## src/rtl/tpbb_pkg.sv

```systemverilog
// ============================================================================
// tpbb_pkg: shared definitions for the transformed point bounding box
// Widths, reset values, register indexes and lane control for all modules.
// ============================================================================
package tpbb_pkg;

    localparam int COORD_BITS = 32;
    localparam int COEF_BITS  = 16;
    localparam int COEF_FRAC  = COEF_BITS - 4;
    localparam int NUM_AXES   = 3;
    localparam int ROW_BITS   = NUM_AXES * COEF_BITS;
    localparam int HALF_BITS  = COORD_BITS - 1;

    // Product, exact three-term sum, rounded sum and sum with translation.
    localparam int PROD_BITS  = COORD_BITS + COEF_BITS;
    localparam int SUM_BITS   = PROD_BITS + 2;
    localparam int RND_BITS   = SUM_BITS - COEF_FRAC;
    localparam int OFS_BITS   = RND_BITS + 1;

    localparam int CFG_IDX_BITS  = 3;
    localparam int CFG_DATA_BITS = ROW_BITS;

    typedef logic signed [COORD_BITS-1:0] t_coord;

    typedef enum logic [CFG_IDX_BITS-1:0] {
        CFG_ROW_X = 3'd0,
        CFG_ROW_Y = 3'd1,
        CFG_ROW_Z = 3'd2,
        CFG_OFS_X = 3'd3,
        CFG_OFS_Y = 3'd4,
        CFG_OFS_Z = 3'd5
    } t_cfg_idx;

    // Identity matrix: 1.0 in Q4.12 on the diagonal.
    localparam logic [COEF_BITS-1:0] COEF_ONE = COEF_BITS'(1 << COEF_FRAC);
    localparam logic [ROW_BITS-1:0]  ROW_X_RESET = ROW_BITS'(COEF_ONE);
    localparam logic [ROW_BITS-1:0]  ROW_Y_RESET = ROW_BITS'(COEF_ONE) << COEF_BITS;
    localparam logic [ROW_BITS-1:0]  ROW_Z_RESET = ROW_BITS'(COEF_ONE) << (2 * COEF_BITS);

    localparam t_coord COORD_MAX = {1'b0, {(COORD_BITS-1){1'b1}}};
    localparam t_coord COORD_MIN = {1'b1, {(COORD_BITS-1){1'b0}}};

    localparam logic signed [SUM_BITS-1:0] ROUND_HALF = SUM_BITS'(1) << (COEF_FRAC - 1);

    typedef struct packed {
        logic s1_en;       // load the products of the accepted vertex
        logic s2_en;       // load the transformed coordinate
        logic fold_en;     // fold the transformed coordinate into the corners
        logic fold_final;  // the folded vertex closes the run
    } t_lane_ctrl;

endpackage

```

## src/rtl/tpbb_lane.sv

```systemverilog
// ============================================================================
// tpbb_lane: one output axis of the transform and its running extent
// Multiplies, rounds, translates and saturates one coordinate, then folds it
// into this axis's minimum and maximum.
// ============================================================================
module tpbb_lane import tpbb_pkg::*; (
    input  logic                i_clk,
    input  logic                i_rst_n,
    input  t_lane_ctrl          i_ctrl,
    input  t_coord              i_vertex [NUM_AXES],
    input  logic [ROW_BITS-1:0] i_row,
    input  t_coord              i_offset,
    output t_coord              o_res_low,
    output t_coord              o_res_high
);

    logic signed [COEF_BITS-1:0] w_coef [NUM_AXES];
    logic signed [PROD_BITS-1:0] r_prod [NUM_AXES];
    logic signed [SUM_BITS-1:0]  w_sum;
    logic signed [SUM_BITS-1:0]  w_sum_rnd;
    logic signed [RND_BITS-1:0]  w_rnd;
    logic signed [OFS_BITS-1:0]  w_tot;
    logic signed [OFS_BITS-1:0]  w_sat_hi;
    logic signed [OFS_BITS-1:0]  w_sat_lo;
    t_coord                      n_point;
    t_coord                      r_point;
    t_coord                      r_low;
    t_coord                      r_high;
    t_coord                      n_low;
    t_coord                      n_high;
    t_coord                      r_res_low;
    t_coord                      r_res_high;

    always_comb begin
        for (int k = 0; k < NUM_AXES; k++) begin
            w_coef[k] = i_row[k*COEF_BITS +: COEF_BITS];
        end
    end

    always_ff @(posedge i_clk) begin
        if (i_ctrl.s1_en) begin
            for (int k = 0; k < NUM_AXES; k++) begin
                r_prod[k] <= PROD_BITS'(w_coef[k]) * PROD_BITS'(i_vertex[k]);
            end
        end
    end

    // Round once to Q16.16 with ties toward plus infinity, translate, saturate.
    always_comb begin
        w_sum     = SUM_BITS'(r_prod[0]) + SUM_BITS'(r_prod[1]) + SUM_BITS'(r_prod[2]);
        w_sum_rnd = w_sum + ROUND_HALF;
        w_rnd     = w_sum_rnd[SUM_BITS-1:COEF_FRAC];
        w_tot     = OFS_BITS'(w_rnd) + OFS_BITS'(i_offset);
        w_sat_hi  = OFS_BITS'(COORD_MAX);
        w_sat_lo  = OFS_BITS'(COORD_MIN);
        if (w_tot > w_sat_hi) begin
            n_point = COORD_MAX;
        end else if (w_tot < w_sat_lo) begin
            n_point = COORD_MIN;
        end else begin
            n_point = w_tot[COORD_BITS-1:0];
        end
    end

    always_ff @(posedge i_clk) begin
        if (i_ctrl.s2_en) begin
            r_point <= n_point;
        end
    end

    always_comb begin
        n_low  = (r_point < r_low)  ? r_point : r_low;
        n_high = (r_point > r_high) ? r_point : r_high;
    end

    always_ff @(posedge i_clk) begin
        if (!i_rst_n) begin
            r_low  <= COORD_MAX;
            r_high <= COORD_MIN;
        end else if (i_ctrl.fold_en) begin
            if (i_ctrl.fold_final) begin
                r_low  <= COORD_MAX;
                r_high <= COORD_MIN;
            end else begin
                r_low  <= n_low;
                r_high <= n_high;
            end
        end
    end

    always_ff @(posedge i_clk) begin
        if (i_ctrl.fold_en && i_ctrl.fold_final) begin
            r_res_low  <= n_low;
            r_res_high <= n_high;
        end
    end

    assign o_res_low  = r_res_low;
    assign o_res_high = r_res_high;

endmodule

```

## config.mk

```make
export PLATFORM = sky130hd
export DESIGN_NAME = tpbb_lane
export DESIGN_NICKNAME = d
export VERILOG_FILES = /design/src/rtl/tpbb_pkg.sv /design/src/rtl/tpbb_lane.sv
export SDC_FILE = /design/constraint.sdc
export NUM_CORES = 2
export LEC_CHECK = 0
export ABC_AREA = 0
export BUFFER_PORTS_ARGS = -buffer_cell sky130_fd_sc_hd__buf_2
export CELL_PAD_IN_SITES_DETAIL_PLACEMENT = 0
export CELL_PAD_IN_SITES_GLOBAL_PLACEMENT = 1
export CORE_UTILIZATION = 25
export CTS_CLUSTER_DIAMETER = 50
export DETAILED_ROUTE_END_ITERATION = 10
export GPL_TIMING_DRIVEN = 0
export PLACE_DENSITY = 0.52
export SYNTH_ARGS = -nofsm -noshare
export SYNTH_HDL_FRONTEND = slang
export SYNTH_SLANG_ARGS = --single-unit
```

## constraint.sdc

```tcl
create_clock -name i_clk -period 6.9 [get_ports i_clk]
set_clock_uncertainty 0.1 [all_clocks]
set_input_delay 0.345 -clock i_clk [delete_from_list [all_inputs] [get_ports i_clk]]
set_output_delay 0.345 -clock i_clk [all_outputs]
set_load 0.01 [all_outputs]
```

==> out/qor.csv <==
metric,value,unit
met2_length,104100,um
yosys.area.top_type,fa_1,
syn-num-nets,9568,
synthAdderAreaFrac,52.81,%
hold_class,in -> reg,
synth_top_area_share,43.17,%
r2r_setup_slack,0.12,ns
area.growth.synth_to_final,14.01,%
start_kind,primary input,
synth_xor_area_share,2.684,%
critPathRequiredTime,7.12,ns
cts_tree,built,
syn_area_per_cell,9.511,um2
clock_latency,0.55,ns
r2r-end,r_point[9]$_SDFFCE_PN1P_,
cts_root_buf,clkbuf_16,
cts_buffers,36,
path_cells,buf_2 > buf_4 > nand2_1 > fa_1 > fa_1 > fa_1 > fa_1 > fa_1 > inv_1 > fa_1 > ha_4 > a21o_1 > a21o_1 > a211o_1 > a21oi_1 > o21bai_1 > a221oi_2 > buf_4 > a311oi_4 > buf_6 > a221o_1 > a211oi_2 > o21bai_1 > xor2_1,
place_hpwl,198300,um
synth_area_leaders,"fa_1 43%, edfxtp_1 10%, ha_1 9.6%, inv_1 9.1%, nand2_1 5.7%",
dr_wl_met3,11840,um
place_area,75740,um2
cap_violations,0,
postRouteAntennaNets,0,
async_flop_share,0,%
cp_max_fo,10,
slowest_stage,fa_1,
first_pass_iters,5,
vias,50120,
grt_pass1_vias,53960,
path_common_cell,fa_1,
synth_top_family_by_area,adder cells,
grt_pass1_wl,346000,um
reg2reg_from,r_prod[0][14]$_DFFE_PP_,
relSlewSlack,32.47,%
grt_overflow_total,0,
cts_max_path_buffers,3,
initial_utilization,25.19,%
cts.sinks,304,
rsz0062_at_grt,true,
synth.distinct_cells,75,
drc_errors,0,
synth_compound_area_share,7.124,%
min_from,i_ctrl[1],
cpPeakStageDelay,0.67,ns
period_minus_slack,6.874,ns
drtIter0Drc,2945,
met1_length,105400,um
antenna_found_initial,29,
fin_nets,9891,
ys.warnings.count,0,
clkTransAtPathRegs,0.07,ns
min_path_cells,3,
gp_congestion,0.8866,
synthSimpleGateAreaFrac,13.55,%
synth_top_flop_cell,edfxtp_1,
worst_slew_pin_slew,0.9874,ns
dpl_worst_slack,-1.981,ns
io_buffers,244,
io_pins,246,
vias_per_cell,4.389,
muxShareOfSynthArea,1.011,%
htreeDepth,2,
coreArea,277200,um2
grt_max_degree,81,
wl_per_cell,19.91,um
drt-total-wl,227300,um
drive_above_1_share,10.20,%
synthTopCellsByCount,"1698 x inv_1, 1506 x fa_1, 1065 x nand2_1",
final.period_utilization,99.62,%
synth_area,69830,um2
row_count,193,
min_to,r_low[0]$_SDFFE_PN1P_,
cp_top_family,adder cells,
reg2regPathDepth,28,
slew_viol_final,0,
grt_use_total,16.39,%
critPathKind,in -> reg,
max_freq,145.5,MHz
crit_arrival,7.10,ns
critPathBufInv,5,
critPathCaptureType,flop,
synth-edff-count,240,
die_w,530.5,um
syn_inst,7342,
design_area,79610,um2
setup_slack,0.02648,ns
outcome,completed,
yosysSeqAreaShare,12.16,%
synth_seq_cells,304,
die_h,530.5,um
final-hold-violation-count,0,
die_area,281400,um2
setup_violations,0,
highest_layer,met5,
synth.most_common_cell,inv_1,
==> routing by layer <==
layer	global-route usage (%)	vias up
li1	-	22910
met1	23.39	25870
met2	26.61	1150
met3	1.732	181
met4	3.456	6
met5	0	-
==> layout make-up <==
cell class / count / area [um2]
Sequential cell: 304 / 8488
Tap cell: 3705 / 4636
Multi-Input combinational cell: 5058 / 54760
Buffer: 266 / 2217
Clock inverter: 21 / 205.2
Clock buffer: 45 / 987.2
Antenna cell: 20 / 50.05
Inverter: 1698 / 6377
Timing Repair Buffer: 301 / 1893
Fill cell: 29770 / 197600
==> per-stage QoR <==
step           setup TNS, ns  instances  hold WS, ns  util (%)
2_1_floorplan              0       7342       0.3575         -
3_3_place_gp         -113.18      11290       0.3755     27.30
3_5_place_dp         -113.97      11290       0.3780     27.32
4_1_cts                    0      11370      0.03928     28.34
5_1_grt               -3.569      11400      0.09338     28.70
6_report                   0      11420      0.06462     28.72
==> registers in the layout, summed over array words and instances, names as in the netlist <==
register    cells
o_res_low      32
r_prod        144
r_point        32
r_low          32
o_res_high     32
r_high         32
==> worst min-delay path: stages <==
cell,delay (ns)
buf_2,0.12
o21ai_0,0.11
o211ai_1,0.09
==> kinds of logic (layout without fill, tap and decap cells) <==
group,Yosys count,after routing
flip-flops,304,304
AO/OA/AOI/OAI,747,747
other,0,20
adder cells (fa/ha/maj),2044,2044
AND/OR/NAND/NOR,1990,1990
buffers and inverters,1980,2331
XOR/XNOR,214,214
multiplexers,63,63
==> worst max path at each step <==
| stage | to | from | cells past startpoint | slack (ns) |
|---|---|---|---|---|
| 2_1_floorplan | r_prod[0][92]$_DFFE_PP_ | i_row[17] | 25 | 0.19 |
| 3_3_place_gp | r_prod[0][92]$_DFFE_PP_ | i_row[21] | 24 | -1.97 |
| 3_5_place_dp | r_prod[0][92]$_DFFE_PP_ | i_row[21] | 24 | -1.98 |
| 4_1_cts | r_prod[0][141]$_DFFE_PP_ | i_row[42] | 24 | 0.001 |
| 5_1_grt | r_point[9]$_SDFFCE_PN1P_ | r_prod[0][14]$_DFFE_PP_ | 27 | -0.15 |
| 6_report | r_prod[0][141]$_DFFE_PP_ | i_vertex[20] | 24 | 0.03 |
==> what timing repair did <==
| action | in CTS | in global routing |
|---|---|---|
| resized for setup | 464 | 392 |
| gates cloned | 1 | 3 |
| setup endpoints to repair | 89 | 58 |
| pin swaps | 49 | 71 |
| setup buffers | 24 | 25 |
| hold endpoints to repair | 1 | 0 |
| hold buffers | 2 | 0 |
==> placed cells by master, fill, tap and decap left out, drive strengths merged, types with 12 or more instances in the layout <==
cell type	count
inv	1703
fa	1506
nand2	1065
ha	538
and2	520
buf	366
clkbuf	244
edfxtp	240
a21oi	198
a21o	171
xnor2	150
nand2b	113
o21ai	112
nor2	108
dfxtp	64
xor2	64
mux2	60
o211ai	43
nand3	41
o21a	35
a22o	34
o21bai	33
nor2b	31
nand4	28
nor3	28
diode	20
a31oi	19
a211oi	18
and3	16
clkinv	12
Power is not shown: default switching activity piles up to over one toggle a cycle in this logic, so the estimate is an artifact.
