<file path="config.mk">
export PLATFORM = sky130hd
export DESIGN_NAME = tpbb_merge_flat
export DESIGN_NICKNAME = d
export VERILOG_FILES = /design/src/rtl/tpbb_pkg.sv /design/src/rtl/tpbb_if.sv /design/src/rtl/tpbb_merge.sv /design/src/flat_wrapper.sv
export SDC_FILE = /design/constraint.sdc
export NUM_CORES = 1
export LEC_CHECK = 0
export ABC_AREA = 1
export BUFFER_PORTS_ARGS = -buffer_cell sky130_fd_sc_hd__clkbuf_2
export CAP_MARGIN = 30
export CORE_MARGIN = 2
export CORE_UTILIZATION = 59
export CTS_BUF_LIST = sky130_fd_sc_hd__clkbuf_2
export DETAILED_ROUTE_END_ITERATION = 7
export PLACE_DENSITY_LB_ADDON = 0.15
export SYNTH_ARGS = -nofsm -noshare
export SYNTH_HDL_FRONTEND = slang
export SYNTH_SLANG_ARGS = --single-unit
</file>
<file path="constraint.sdc">
create_clock -name i_clk -period 13.2 [get_ports i_clk]
set_clock_uncertainty 0.1 [all_clocks]
set_input_delay 0.66 -clock i_clk [delete_from_list [all_inputs] [get_ports i_clk]]
set_output_delay 0.66 -clock i_clk [all_outputs]
set_load 0.005 [all_outputs]
</file>
<file path="src/rtl/tpbb_pkg.sv">
// ============================================================================
// tpbb_pkg: shared definitions for the transformed point bounding box
// Widths, reset values, register indexes and lane control for all modules.
// ============================================================================
package tpbb_pkg;

    localparam int COORD_BITS = 32;
    localparam int COEF_BITS  = 16;
    localparam int COEF_FRAC  = COEF_BITS - 4;
    localparam int NUM_AXES   = 3;
    localparam int ROW_BITS   = NUM_AXES * COEF_BITS;
    localparam int HALF_BITS  = COORD_BITS - 1;

    // Product, exact three-term sum, rounded sum and sum with translation.
    localparam int PROD_BITS  = COORD_BITS + COEF_BITS;
    localparam int SUM_BITS   = PROD_BITS + 2;
    localparam int RND_BITS   = SUM_BITS - COEF_FRAC;
    localparam int OFS_BITS   = RND_BITS + 1;

    localparam int CFG_IDX_BITS  = 3;
    localparam int CFG_DATA_BITS = ROW_BITS;

    typedef logic signed [COORD_BITS-1:0] t_coord;

    typedef enum logic [CFG_IDX_BITS-1:0] {
        CFG_ROW_X = 3'd0,
        CFG_ROW_Y = 3'd1,
        CFG_ROW_Z = 3'd2,
        CFG_OFS_X = 3'd3,
        CFG_OFS_Y = 3'd4,
        CFG_OFS_Z = 3'd5
    } t_cfg_idx;

    // Identity matrix: 1.0 in Q4.12 on the diagonal.
    localparam logic [COEF_BITS-1:0] COEF_ONE = COEF_BITS'(1 << COEF_FRAC);
    localparam logic [ROW_BITS-1:0]  ROW_X_RESET = ROW_BITS'(COEF_ONE);
    localparam logic [ROW_BITS-1:0]  ROW_Y_RESET = ROW_BITS'(COEF_ONE) << COEF_BITS;
    localparam logic [ROW_BITS-1:0]  ROW_Z_RESET = ROW_BITS'(COEF_ONE) << (2 * COEF_BITS);

    localparam t_coord COORD_MAX = {1'b0, {(COORD_BITS-1){1'b1}}};
    localparam t_coord COORD_MIN = {1'b1, {(COORD_BITS-1){1'b0}}};

    localparam logic signed [SUM_BITS-1:0] ROUND_HALF = SUM_BITS'(1) << (COEF_FRAC - 1);

    typedef struct packed {
        logic s1_en;       // load the products of the accepted vertex
        logic s2_en;       // load the transformed coordinate
        logic fold_en;     // fold the transformed coordinate into the corners
        logic fold_final;  // the folded vertex closes the run
    } t_lane_ctrl;

endpackage

</file>
<file path="src/rtl/tpbb_if.sv">


interface tpbb_box_if import tpbb_pkg::*; ();
    logic                 valid;
    logic                 ready;
    t_coord               center_x;
    t_coord               center_y;
    t_coord               center_z;
    logic [HALF_BITS-1:0] half_x;
    logic [HALF_BITS-1:0] half_y;
    logic [HALF_BITS-1:0] half_z;

    modport source (output valid, output center_x, output center_y, output center_z,
                    output half_x, output half_y, output half_z, input ready);
    modport sink   (input valid, input center_x, input center_y, input center_z,
                    input half_x, input half_y, input half_z, output ready);
endinterface

</file>
<file path="src/rtl/tpbb_merge.sv">
// ============================================================================
// tpbb_merge: box output stage
// Turns the three lanes' closed extents into center and half size and holds
// them in the output register until the receiver takes the beat.
// ============================================================================
module tpbb_merge import tpbb_pkg::*; (
    input  logic          i_clk,
    input  logic          i_rst_n,
    input  logic          i_load,
    input  t_coord        i_low  [NUM_AXES],
    input  t_coord        i_high [NUM_AXES],
    output logic          o_free,
    tpbb_box_if.source    o_box
);

    logic                   r_valid;
    t_coord                 r_center [NUM_AXES];
    logic [HALF_BITS-1:0]   r_half   [NUM_AXES];
    logic [COORD_BITS:0]    w_sum    [NUM_AXES];
    logic [COORD_BITS:0]    w_diff   [NUM_AXES];

    // Minimum plus half size equals the floor of the mean of the corners.
    always_comb begin
        for (int a = 0; a < NUM_AXES; a++) begin
            w_sum[a]  = {i_low[a][COORD_BITS-1], i_low[a]}
                      + {i_high[a][COORD_BITS-1], i_high[a]};
            w_diff[a] = {i_high[a][COORD_BITS-1], i_high[a]}
                      - {i_low[a][COORD_BITS-1], i_low[a]};
        end
    end

    assign o_free = !r_valid || o_box.ready;

    always_ff @(posedge i_clk) begin
        if (!i_rst_n) begin
            r_valid <= 1'b0;
        end else if (o_free) begin
            r_valid <= i_load;
        end
    end

    always_ff @(posedge i_clk) begin
        if (i_load && o_free) begin
            for (int a = 0; a < NUM_AXES; a++) begin
                r_center[a] <= w_sum[a][COORD_BITS:1];
                r_half[a]   <= w_diff[a][COORD_BITS-1:1];
            end
        end
    end

    assign o_box.valid    = r_valid;
    assign o_box.center_x = r_center[0];
    assign o_box.center_y = r_center[1];
    assign o_box.center_z = r_center[2];
    assign o_box.half_x   = r_half[0];
    assign o_box.half_y   = r_half[1];
    assign o_box.half_z   = r_half[2];

    a_load_shows: assert property (@(posedge i_clk) disable iff (!i_rst_n)
        i_load && o_free |=> r_valid)
        else $error("loaded box did not reach the output register");

endmodule

</file>
<file path="src/flat_wrapper.sv">
// flat-port wrapper written by rule: the top's interface ports become plain ports
module tpbb_merge_flat import tpbb_pkg::*;
  (i_clk, i_rst_n, i_load, i_low, i_high, o_free, o_box_valid, o_box_center_x, o_box_center_y, o_box_center_z, o_box_half_x, o_box_half_y, o_box_half_z, o_box_ready);
  tpbb_box_if o_box_i ();
  input  logic i_clk;
  input  logic i_rst_n;
  input  logic i_load;
  input  t_coord i_low[NUM_AXES];
  input  t_coord i_high[NUM_AXES];
  output logic o_free;
  output wire logic [$bits(o_box_i.valid)-1:0] o_box_valid;
  output wire logic [$bits(o_box_i.center_x)-1:0] o_box_center_x;
  output wire logic [$bits(o_box_i.center_y)-1:0] o_box_center_y;
  output wire logic [$bits(o_box_i.center_z)-1:0] o_box_center_z;
  output wire logic [$bits(o_box_i.half_x)-1:0] o_box_half_x;
  output wire logic [$bits(o_box_i.half_y)-1:0] o_box_half_y;
  output wire logic [$bits(o_box_i.half_z)-1:0] o_box_half_z;
  input wire logic [$bits(o_box_i.ready)-1:0] o_box_ready;
  assign o_box_valid = o_box_i.valid;
  assign o_box_center_x = o_box_i.center_x;
  assign o_box_center_y = o_box_i.center_y;
  assign o_box_center_z = o_box_i.center_z;
  assign o_box_half_x = o_box_i.half_x;
  assign o_box_half_y = o_box_i.half_y;
  assign o_box_half_z = o_box_i.half_z;
  assign o_box_i.ready = o_box_ready;
  tpbb_merge u_core (.i_clk(i_clk), .i_rst_n(i_rst_n), .i_load(i_load), .i_low(i_low), .i_high(i_high), .o_free(o_free), .o_box(o_box_i));
endmodule
</file>
==> impl_metrics.ini <==
[final_layout]
num-nets-final = 4007
finish.instance_area_um2 = 23400
proportion_of_layout_cells_with_a_drive_suffix_above_1_pct = 18.0
layout.cells.most_common = nand2_1
finish.utilization_pct = 65.6
mostFrequentLayoutCells = 1193 x nand2_1, 698 x inv_1, 403 x clkbuf_2
synth_to_final_area_change_pct = 9.33

[synth]
yosysWarnings = 0
postSynthCellCount = 3294
synth_async_sr_flop_share_pct = 0
syn_area_per_cell_um2 = 6.50
register_bit_count_reported_by_yosys = 190
ys_dominant_reg_cell = edfxtp_1
mappedNetlistArea_um2 = 21400
synth_edf_count = 189
synth.yosys.seq_area_share_pct = 26.6
post_synth_num_cell_types = 35
postSynthNetCount = 3679

[timing]
totalNegativeSetupSlack_ns = 0
clock.fmax_mhz = 422
finalMaxSlewViolations = 0
rsz0062_at_grt = no
timing.slew.headroom_pct = 22.7
finalWorstPathRequiredPeriod_ns = 2.37
layout_setup_ws_ns = 10.83
setup-violations-final = 0
tightestPinTransition_ns = 1.16
timing_hold_violations_final = 0
layout_worst_path_cycle_share_pct = 18.0

[setup_path]
critical_path.top_delay_family = flip-flops
crit_fanout = 1
worstSetupEndpointType = output pin
cpPeakStageDelay_ns = 0.55
cp_num_buf_inv = 1
critical_path_required_ns = 12.44
crit_path_cell_trace = clkbuf_2
worst-setup-path-type = flop to output pin
setup.worst_path.start_class = flop
slowest_stage = edfxtp_1
crit_arrival_ns = 1.61

[clock_network]
clockBufferDepth = 2
cts.htree.levels = 4
tritoncts.num_buffers = 17
cts_sinks = 190
clk_transition_reported_paths_ns = 0.31
clock_insertion_delay_worst_skew_ns = 0.90
number_of_gates_resized_after_cts = 0
cts_tree = done
root_buffer = clkbuf_2

[die]
design.die.area_um2 = 37800
die_w_um = 194
core-area_um2 = 35700
row_count = 69
top_level_ports = 387
die_y_um = 194
initial_utilization_pct = 60.0

[place]
place.port_buffers = 386
hpwl_um = 56900
replace_congestion = 1.02
placed_cell_area_um2 = 23100
pre_cts_slack_ns = 10.42

[drt]
viasPerCell = 5.23
detailroute.via_count = 21444
avgRoutedWirePerCell_um = 16.4
route.final.wire_length_um = 67100
dr.pass1.iters = 8
first_iter_violations = 1891
drcViolationCount = 45
ant_nets = 0

[global_routing]
grt_use_total_pct = 35.3
grt_start_max_net_pins = 190
grt_pass1_vias = 20516
grt-ovfl-total = 0
antenna_found_initial = 1
wire_length_of_the_first_global_routing_pass_um = 105000

[power_and_ir_drop]
ir_worst_vdd_mv = 0.0559
power_per_cell_area_nw_per_um2 = 83.6
leakage_nw = 13.8

[status]
failed_checks = design-rule violations
outcome = complete, but fails checks

[run]
maxCapViolCount = 0

[min_path]
hold_path.class = input pin to flop
==> kinds of logic after synthesis <==
logic type | count (synthesis) | share of synthesized area, %
buf+inv | 821 | 16.8
xor+xnor | 96 | 3.93
simple gates | 1822 | 36.8
fa+ha+maj | 189 | 11.3
flops | 190 | 26.6
compound gates | 176 | 4.64
==> final timing paths <==
kind,slack [ns],from,endpoint,depth (start not counted)
hold / removal,0.12,i_high[31],u_core.r_half[0][92],4
setup / recovery,10.83,u_core.r_half[0][16],o_box_half_x[16],1
setup reg to reg,11.21,u_core.o_box.valid,u_core.r_center[0][22],2
hold reg to reg,1.00,u_core.o_box.valid,u_core.r_center[0][36],2
==> timing repair <==
action	CTS	global route
endpoints found under the hold margin	3	0
setup buffers	0	0
hold buffers	6	0
==> where the power goes <==
part           switching (mW)  internal (mW)  total, mW  leakage [nW]
Combinational           0.565          0.284      0.849          11.8
Clock                   0.247         0.0566      0.303         0.125
Sequential             0.0317          0.773      0.805          1.85
Total                   0.843           1.11       1.96          13.8
==> state kept, by name (all words and copies together), names as in the netlist <==
signal	count
u_core.r_half	93
u_core.r_center	96
u_core.o_box.valid	1
==> metal layers <==
metal	vias to the layer above	GRT usage [%]	part of all wire, %
li1	10563	-	-
met1	9725	46.7	42
met2	1023	57.7	45
met3	133	5.78	9.2
met4	0	14.3	3.9
met5	-	0	0
==> synth_stat cells (5+ instances only) <==
cell	count	area, µm²
nand2_1	1193	4480
inv_1	698	2620
nor2_1	243	912
edfxtp_1	189	5680
ha_1	183	2290
nand3_1	141	706
a21oi_1	116	581
xor2_1	87	762
nor2_2	67	419
nand2_2	58	363
buf_6	53	597
inv_2	37	139
nand4_1	33	206
buf_4	27	203
o21bai_1	24	180
o21ai_0	21	105
nor3_1	19	95.1
nor2_4	17	191
nor3_2	17	170
nand3_2	15	150
a21oi_2	11	96.3
xnor2_1	9	78.8
nand2_4	7	78.8
fa_1	6	120
nand3b_1	5	37.5
==> metrics by stage <==
step	hold WS (ns)	cells	power (mW)
after global routing	0.0672	4098	2.07
final	0.121	4098	1.96
after floorplan	0.423	3294	1.39
after CTS	0.0179	4096	1.95
after global placement	0.435	4058	1.63
after detailed placement	0.471	4058	1.64
==> worst reg2reg max path: cells and delay by family, from the launching register on <==
kind            cells  cell delay [ns]
compound gates      1             0.19
buf+inv             1             0.66
flops               1             0.42
==> final cells by class <==
class | instances | area [µm²]
inverter | 737 | 2770
antenna | 2 | 5.00
tap | 461 | 577
multi-input combinational | 2283 | 12100
clock inverter | 15 | 126
clock buffer | 17 | 85.1
timing repair buffer | 393 | 2010
fill | 3297 | 12300
sequential | 190 | 5700
Power figures use the tool's default switching activity.
